[src/design/idb_pkg.sv]
package idb_pkg;

    localparam int CHANNELS = 4;
    localparam int WINDOW   = 16;

    localparam int CH_W   = (CHANNELS > 1) ? $clog2(CHANNELS) : 1;
    localparam int CNT_W  = $clog2(WINDOW + 1);
    localparam int CMP_W  = CNT_W + 2;
    localparam int ADDR_W = 3;
    localparam int DATA_W = 32;

    localparam logic [CNT_W-1:0] CNT_INIT_LOW = CNT_W'(WINDOW);
    localparam logic [CNT_W-1:0] CNT_CAP      = CNT_W'(WINDOW - 1);
    localparam logic [CMP_W-1:0] LOW_THR      = CMP_W'(WINDOW);
    localparam logic [CMP_W-1:0] HIGH_THR     = CMP_W'(3 * WINDOW);

    localparam logic [CHANNELS-1:0] RESET_ACTIVE_LOW = CHANNELS'(12);
    localparam logic [CHANNELS-1:0] RESET_FORWARD    = CHANNELS'(3);

    typedef enum logic {
        REG_ACTIVE_LOW = 1'b0,
        REG_FORWARD    = 1'b1
    } t_reg_idx;

    typedef struct packed {
        logic changed;
        logic state;
    } t_lane_res;

endpackage

[src/design/idb_in_if.sv]
interface idb_in_if import idb_pkg::*; ();
    logic                valid;
    logic                ready;
    logic [CHANNELS-1:0] pin_levels;

    modport source (output valid, output pin_levels, input ready);
    modport sink   (input valid, input pin_levels, output ready);
endinterface

[src/design/idb_out_if.sv]
interface idb_out_if import idb_pkg::*; ();
    logic                valid;
    logic                ready;
    logic [CH_W-1:0]     channel;
    logic                new_state;
    logic [CHANNELS-1:0] active_mask;
    logic                forward_hit;
    logic                backward_hit;
    logic                last;

    modport source (
        output valid, output channel, output new_state, output active_mask,
        output forward_hit, output backward_hit, output last, input ready
    );
    modport sink (
        input valid, input channel, input new_state, input active_mask,
        input forward_hit, input backward_hit, input last, output ready
    );
endinterface

[src/design/idb_lane.sv]
module idb_lane import idb_pkg::*; (
    input  logic      i_clk,
    input  logic      i_load,
    input  logic      i_load_low,
    input  logic      i_step,
    input  logic      i_active_low,
    input  logic      i_level,
    output t_lane_res o_res
);

    logic [CNT_W-1:0] r_cnt;
    logic             r_state;
    logic [CNT_W-1:0] n_cnt;
    logic             n_state;
    logic [CMP_W-1:0] w_scaled;

    always_comb begin
        n_cnt = r_cnt;
        if (i_level) begin
            if (r_cnt < CNT_CAP) begin
                n_cnt = r_cnt + CNT_W'(1);
            end
        end else if (r_cnt != '0) begin
            n_cnt = r_cnt - CNT_W'(1);
        end
        w_scaled = {n_cnt, 2'b00};
        if (i_active_low) begin
            n_state = (w_scaled < LOW_THR);
        end else begin
            n_state = (w_scaled >= HIGH_THR);
        end
    end

    assign o_res.changed = (n_state != r_state);
    assign o_res.state   = n_state;

    always_ff @(posedge i_clk) begin
        if (i_load) begin
            r_cnt   <= i_load_low ? CNT_INIT_LOW : '0;
            r_state <= 1'b0;
        end else if (i_step) begin
            r_cnt   <= n_cnt;
            r_state <= n_state;
        end
    end

endmodule

[src/design/idb_merge.sv]
module idb_merge import idb_pkg::*; (
    input  logic                i_clk,
    input  logic                i_rst_n,
    input  logic                i_step,
    input  logic [CHANNELS-1:0] i_changed,
    input  logic [CHANNELS-1:0] i_state,
    input  logic [CHANNELS-1:0] i_forward,
    output logic                o_free,
    idb_out_if.source           o_out
);

    logic [CHANNELS-1:0] r_pend;
    logic [CHANNELS-1:0] r_act;
    logic                r_fwd;
    logic                r_bwd;
    logic                r_out_valid;
    logic [CH_W-1:0]     r_channel;
    logic                r_new_state;
    logic [CHANNELS-1:0] r_active_mask;
    logic                r_fwd_hit;
    logic                r_bwd_hit;
    logic                r_last;

    logic [CHANNELS-1:0] w_pick;
    logic [CHANNELS-1:0] w_rest;
    logic [CH_W-1:0]     w_idx;
    logic                w_adv;
    logic                w_rest_empty;

    always_comb begin
        w_pick = r_pend & (~r_pend + CHANNELS'(1));
        w_rest = r_pend & ~w_pick;
        w_idx  = '0;
        for (int i = 0; i < CHANNELS; i++) begin
            if (w_pick[i]) begin
                w_idx = w_idx | CH_W'(i);
            end
        end
    end

    assign w_adv        = !r_out_valid || o_out.ready;
    assign w_rest_empty = (w_rest == '0);
    assign o_free       = (r_pend == '0) || (w_adv && w_rest_empty);

    always_ff @(posedge i_clk) begin
        if (!i_rst_n) begin
            r_pend      <= '0;
            r_out_valid <= 1'b0;
        end else begin
            if (w_adv) begin
                r_out_valid <= (r_pend != '0);
            end
            if (i_step) begin
                r_pend <= i_changed;
            end else if (w_adv) begin
                r_pend <= w_rest;
            end
        end
    end

    always_ff @(posedge i_clk) begin
        if (i_step) begin
            r_act <= i_state;
            r_fwd <= |(i_changed & i_state & i_forward);
            r_bwd <= |(i_changed & i_state & ~i_forward);
        end
        if (w_adv && (r_pend != '0)) begin
            r_channel     <= w_idx;
            r_new_state   <= |(w_pick & r_act);
            r_active_mask <= r_act;
            r_last        <= w_rest_empty;
            r_fwd_hit     <= w_rest_empty && r_fwd;
            r_bwd_hit     <= w_rest_empty && r_bwd;
        end
    end

    assign o_out.valid        = r_out_valid;
    assign o_out.channel      = r_channel;
    assign o_out.new_state    = r_new_state;
    assign o_out.active_mask  = r_active_mask;
    assign o_out.forward_hit  = r_fwd_hit;
    assign o_out.backward_hit = r_bwd_hit;
    assign o_out.last         = r_last;

endmodule

[src/design/integrating_debounce_multichannel_top.sv]
// The first result of a tick passes through the pending register and then the output register.
// Throughput: a tick with k changed channels holds the input until its last result is issued,
// one result per cycle while the output is not stalled; at best one tick per cycle.
// Reset (synchronous, active low): active_low_mask 12, forward_mask 3, counters at WINDOW
// for active-low channels and 0 otherwise, all debounced states false, no results pending.
module integrating_debounce_multichannel_top import idb_pkg::*; (
    input  logic              i_clk,
    input  logic              i_rst_n,
    idb_in_if.sink            i_in,
    idb_out_if.source         o_out,
    input  logic              psel,
    input  logic              penable,
    input  logic              pwrite,
    input  logic [ADDR_W-1:0] paddr,
    input  logic [DATA_W-1:0] pwdata,
    output logic [DATA_W-1:0] prdata,
    output logic              pready
);

    logic [CHANNELS-1:0] r_active_low;
    logic [CHANNELS-1:0] r_forward;

    t_reg_idx            w_reg;
    logic                w_wr;
    logic                w_load;
    logic [CHANNELS-1:0] w_load_low;
    logic                w_step;
    logic                w_free;
    t_lane_res           w_lane [CHANNELS];
    logic [CHANNELS-1:0] w_changed;
    logic [CHANNELS-1:0] w_state;

    assign w_reg      = t_reg_idx'(paddr[2]);
    assign w_wr       = psel && penable && pwrite;
    assign pready     = 1'b1;
    assign w_load     = !i_rst_n || (w_wr && (w_reg == REG_ACTIVE_LOW));
    assign w_load_low = !i_rst_n ? RESET_ACTIVE_LOW : pwdata[CHANNELS-1:0];

    always_ff @(posedge i_clk) begin
        if (!i_rst_n) begin
            r_active_low <= RESET_ACTIVE_LOW;
            r_forward    <= RESET_FORWARD;
        end else if (w_wr) begin
            case (w_reg)
                REG_ACTIVE_LOW: r_active_low <= pwdata[CHANNELS-1:0];
                REG_FORWARD:    r_forward    <= pwdata[CHANNELS-1:0];
                default:        r_forward    <= r_forward;
            endcase
        end
    end

    always_comb begin
        case (w_reg)
            REG_ACTIVE_LOW: prdata = DATA_W'(r_active_low);
            REG_FORWARD:    prdata = DATA_W'(r_forward);
            default:        prdata = '0;
        endcase
    end

    assign i_in.ready = w_free;
    assign w_step     = i_in.valid && w_free;

    for (genvar g = 0; g < CHANNELS; g++) begin : g_lane
        idb_lane u_lane (
            .i_clk        (i_clk),
            .i_load       (w_load),
            .i_load_low   (w_load_low[g]),
            .i_step       (w_step),
            .i_active_low (r_active_low[g]),
            .i_level      (i_in.pin_levels[g]),
            .o_res        (w_lane[g])
        );
        assign w_changed[g] = w_lane[g].changed;
        assign w_state[g]   = w_lane[g].state;
    end

    idb_merge u_merge (
        .i_clk     (i_clk),
        .i_rst_n   (i_rst_n),
        .i_step    (w_step),
        .i_changed (w_changed),
        .i_state   (w_state),
        .i_forward (r_forward),
        .o_free    (w_free),
        .o_out     (o_out)
    );

    a_mask_matches: assert property (@(posedge i_clk) disable iff (!i_rst_n)
        o_out.valid |-> (o_out.active_mask[o_out.channel] == o_out.new_state))
        else $error("result state disagrees with its mask bit");

    a_hits_on_last: assert property (@(posedge i_clk) disable iff (!i_rst_n)
        (o_out.valid && !o_out.last) |-> (!o_out.forward_hit && !o_out.backward_hit))
        else $error("hit flag on a result that is not last");

    a_run_continues: assert property (@(posedge i_clk) disable iff (!i_rst_n)
        (o_out.valid && o_out.ready && !o_out.last) |=> o_out.valid)
        else $error("result run broken before its last result");

    a_no_accept_midrun: assert property (@(posedge i_clk) disable iff (!i_rst_n)
        (o_out.valid && !o_out.ready && !o_out.last) |-> !i_in.ready)
        else $error("tick request taken while a stalled run is pending");

endmodule

[src/flat_wrapper.sv]
// flat-port wrapper written by rule: the top's interface ports become plain ports
module integrating_debounce_multichannel_top_flat import idb_pkg::*;
  (i_clk, i_rst_n, psel, penable, pwrite, paddr, pwdata, prdata, pready, i_in_valid, i_in_pin_levels, i_in_ready, o_out_valid, o_out_channel, o_out_new_state, o_out_active_mask, o_out_forward_hit, o_out_backward_hit, o_out_last, o_out_ready);
  idb_in_if i_in_i ();
  idb_out_if o_out_i ();
  input  logic i_clk;
  input  logic i_rst_n;
  input  logic psel;
  input  logic penable;
  input  logic pwrite;
  input  logic [ADDR_W-1:0] paddr;
  input  logic [DATA_W-1:0] pwdata;
  output logic [DATA_W-1:0] prdata;
  output logic pready;
  input wire logic [$bits(i_in_i.valid)-1:0] i_in_valid;
  input wire logic [$bits(i_in_i.pin_levels)-1:0] i_in_pin_levels;
  output wire logic [$bits(i_in_i.ready)-1:0] i_in_ready;
  output wire logic [$bits(o_out_i.valid)-1:0] o_out_valid;
  output wire logic [$bits(o_out_i.channel)-1:0] o_out_channel;
  output wire logic [$bits(o_out_i.new_state)-1:0] o_out_new_state;
  output wire logic [$bits(o_out_i.active_mask)-1:0] o_out_active_mask;
  output wire logic [$bits(o_out_i.forward_hit)-1:0] o_out_forward_hit;
  output wire logic [$bits(o_out_i.backward_hit)-1:0] o_out_backward_hit;
  output wire logic [$bits(o_out_i.last)-1:0] o_out_last;
  input wire logic [$bits(o_out_i.ready)-1:0] o_out_ready;
  assign i_in_i.valid = i_in_valid;
  assign i_in_i.pin_levels = i_in_pin_levels;
  assign i_in_ready = i_in_i.ready;
  assign o_out_valid = o_out_i.valid;
  assign o_out_channel = o_out_i.channel;
  assign o_out_new_state = o_out_i.new_state;
  assign o_out_active_mask = o_out_i.active_mask;
  assign o_out_forward_hit = o_out_i.forward_hit;
  assign o_out_backward_hit = o_out_i.backward_hit;
  assign o_out_last = o_out_i.last;
  assign o_out_i.ready = o_out_ready;
  integrating_debounce_multichannel_top u_core (.i_clk(i_clk), .i_rst_n(i_rst_n), .i_in(i_in_i), .o_out(o_out_i), .psel(psel), .penable(penable), .pwrite(pwrite), .paddr(paddr), .pwdata(pwdata), .prdata(prdata), .pready(pready));
endmodule
[config.mk]
export PLATFORM = sky130hd
export DESIGN_NAME = integrating_debounce_multichannel_top_flat
export DESIGN_NICKNAME = d
export VERILOG_FILES = /design/src/design/idb_pkg.sv /design/src/design/idb_in_if.sv /design/src/design/idb_out_if.sv /design/src/design/idb_lane.sv /design/src/design/idb_merge.sv /design/src/design/integrating_debounce_multichannel_top.sv /design/src/flat_wrapper.sv
export SDC_FILE = /design/constraint.sdc
export NUM_CORES = 1
export LEC_CHECK = 0
export BUFFER_PORTS_ARGS = -buffer_cell sky130_fd_sc_hd__buf_4
export CORE_AREA = 2 2 83 85
export CTS_CLUSTER_SIZE = 10
export DETAILED_ROUTE_END_ITERATION = 8
export DIE_AREA = 0 0 85 87
export HOLD_SLACK_MARGIN = 0.03
export PLACE_DENSITY = 0.78
export SYNTH_ARGS = -nofsm -noshare
export SYNTH_HDL_FRONTEND = slang
export SYNTH_SLANG_ARGS = --single-unit
[constraint.sdc]
create_clock -name i_clk -period 2.94 [get_ports i_clk]
set_input_delay 0.735 -clock i_clk [delete_from_list [all_inputs] [get_ports i_clk]]
set_output_delay 0.735 -clock i_clk [all_outputs]
set_load 0.005 [all_outputs]
==> run summary <==
cell area after synthesis = 0.00331 mm2
Synth cell types = 53
R2R setup slack = 0.39 ns
worst-margin pin slew = 0.894 ns
Hold Crit Class = reg -> reg
Max VDD drop = 0.000279 V
Critical Path Slowest Stage Cell = or4_1
Hold-fix buffers, CTS = 0
Leak Pwr = 1.45 nW
Pre-Repair DR Iteration Count = 4
Synth area leaders = edfxtp_1 33%, dfxtp_1 10%, buf_4 6.6%
most common cell in the netlist = edfxtp_1
antenna diode count = 0
RSZ-0062 raised after global routing = false
fin. max-slew vios = 0
Crit path required time = 2.99 ns
DR WL/cell = 12.7 um
WP buf/inv = 0
Syn Area/Cell = 9.28 um2
initial core utilization = 0.504
TNS Setup = 0 ns
number of global-route vias before repair = 2,187
hold path start = u_core.u_merge.r_act[3]
die height = 87 um
gp weighted congestion = 0.813
Setup CP Type = reg -> reg
clock skew = 0.00658 ns
FF+latch count, synth = 53
I/O pin total = 91
Layout Nets = 441
Finish-stage setup viols = 0
Pwr Density = 595 mW/mm2
CTS clk-pin slew, worst paths = 0.10 ns
clk root buf = clkbuf_8
clock latency on the worst-skew pair = 0.31 ns
first-pass GRT wire length = 9.66 mm
die width = 85 um
slowest cell delay on critical path = 0.58 ns
IO Port Bufs = 31
Die Area = 0.00740 mm2
Yosys warning total = 0
clock sinks = 53
async set-reset flop share out of synthesis = 0
critical-path maximum fanout = 6
FMAX = 393 MHz
Reg-to-Reg Start = u_core.g_lane[3].u_lane.r_cnt[2]
area fraction of the dominant cell type after synthesis = 0.326
Critical Path Start = u_core.g_lane[3].u_lane.r_cnt[2]
Slew HR = 0.404
Post-synth EDFFs = 36
Max clock buf depth = 2
Layout fillers = 583
# resized after CTS = 0
Post-Place Cells = 456
final wirelength = 5.91 mm
initial drt markers = 93
DRC = 0
delay-heaviest family, CP = compound AO/OA/AOI/OAI gates
vias per cell = 5.35
sequential share of the synthesized area = 0.429
largest net degree at the start of global routing = 19
post-route ant nets = 0
Core Area = 0.00657 mm2
Post-CTS Setup Inserts = 0
Period minus WS final = 2.55 ns
Synth Instances = 357
type of origin of the critical path = register
layout cells sized above 1 = 0.161
initial antenna violation count = 0
critical path endpoint category = register
Core Rows = 30
ys flop type = edfxtp_1
Placed Instance Area = 0.00350 mm2
Max-Cap Viols = 0
final hold violation count = 0
GRT Overall Usage = 0.162
via count = 2,483
total gr overflow = 0
htree depth = 2
Cell Count, Final, Fillers Out = 464
worst-path cell chain = or4_1 > a211oi_1 > o21a_1 > o21ai_1 > ha_1 > a22oi_1 > o221ai_1
Final Cell Area = 0.00360 mm2
cell taking the most area after synthesis = edfxtp_1
area grow syn2layout = 8.61%
critical path arrival = 2.60 ns
run status = finished, final reports clean
number of buffers created by CTS = 5
CTS tree = done
dpl hpwl = 4.49 mm
fin crit share = 0.866
top cells by count, synth = 36 x edfxtp_1, 32 x nor2_1, 29 x buf_4
cell families after synthesis:
logic type / synth area share
AND/OR/NAND/NOR: 0.194
AO/OA/AOI/OAI: 0.164
buffers and inverters: 0.114
flip-flops: 0.429
adder cells (fa/ha/maj): 0.0483
multiplexers: 0.0347
XOR/XNOR: 0.0132
other: 0.00227
power breakdown:
| part | switching [W] | internal [W] | leakage, nW | total [W] |
|---|---|---|---|---|
| Combinational | 0.000321 | 0.000299 | 0.894 | 0.000620 |
| Sequential | 0.000127 | 0.000964 | 0.506 | 0.00109 |
| Clock | 0.000237 | 0.000191 | 0.0512 | 0.000429 |
flip-flops by register name, summed over array words and instances, names as in the netlist, 2 cells and up:
signal,count
u_core.g_lane.u_lane.r_cnt,20
u_core.g_lane.u_lane.r_state,4
u_core.r_active_low,4
u_core.r_forward,4
u_core.u_merge.o_out.active_mask,4
u_core.u_merge.o_out.channel,2
u_core.u_merge.r_act,4
u_core.u_merge.r_pend,4
layout make-up:
| cell class | count | area, um2 | area share |
|---|---|---|---|
| Multi-Input combinational cell | 263 | 1620 | 0.449 |
| Clock inverter | 2 | 13.8 | 0.00382 |
| Clock buffer | 6 | 82.6 | 0.0229 |
| Sequential cell | 53 | 1420 | 0.395 |
| Inverter | 23 | 86.3 | 0.0240 |
| Timing Repair Buffer | 37 | 278 | 0.0772 |
| Tap cell | 80 | 100 | 0.0278 |
through the flow:
| stage | power [W] | util | hold slack (ns) | worst slack, ns |
|---|---|---|---|---|
| 3_5_place_dp | 0.00173 | 0.533 | 0.439 | 0.116 |
| 2_1_floorplan | 0.00156 | - | 0.427 | 0.240 |
| 3_3_place_gp | 0.00170 | 0.533 | 0.438 | 0.164 |
| 4_1_cts | 0.00216 | 0.548 | 0.462 | 0.383 |
| 5_1_grt | 0.00228 | 0.548 | 0.491 | 0.203 |
| 6_report | 0.00214 | 0.548 | 0.459 | 0.394 |
worst paths after layout:
kind,end,cells past startpoint
worst max-delay path,u_core.u_merge.r_bwd,7
worst min-delay path,u_core.u_merge.o_out.active_mask[3],0
worst max register to register,u_core.u_merge.r_bwd,7
worst min register to register,u_core.u_merge.o_out.active_mask[3],0
layer usage:
metal / part of all wire / track usage / vias to the layer above
li1: - / - / 1263
met1: 0.44 / 0.195 / 1170
met2: 0.51 / 0.290 / 43
met3: 0.035 / 0.0341 / 7
met4: 0.015 / 0.0534 / 0
met5: 0 / 0 / -
cells in the final DEF (no fill, tap or decap), types with 7 or more instances in the layout:
cell	instances
nand3_1	11
nor2b_1	11
buf_4	37
ha_1	12
o21ai_0	15
nor3_1	9
nand4_1	7
inv_1	23
dfxtp_1	17
conb_1	29
mux2i_1	7
nand2_1	26
and2_1	8
o22ai_1	7
a21oi_1	12
edfxtp_1	36
nor2_1	32
Power figures use the tool's default switching activity.
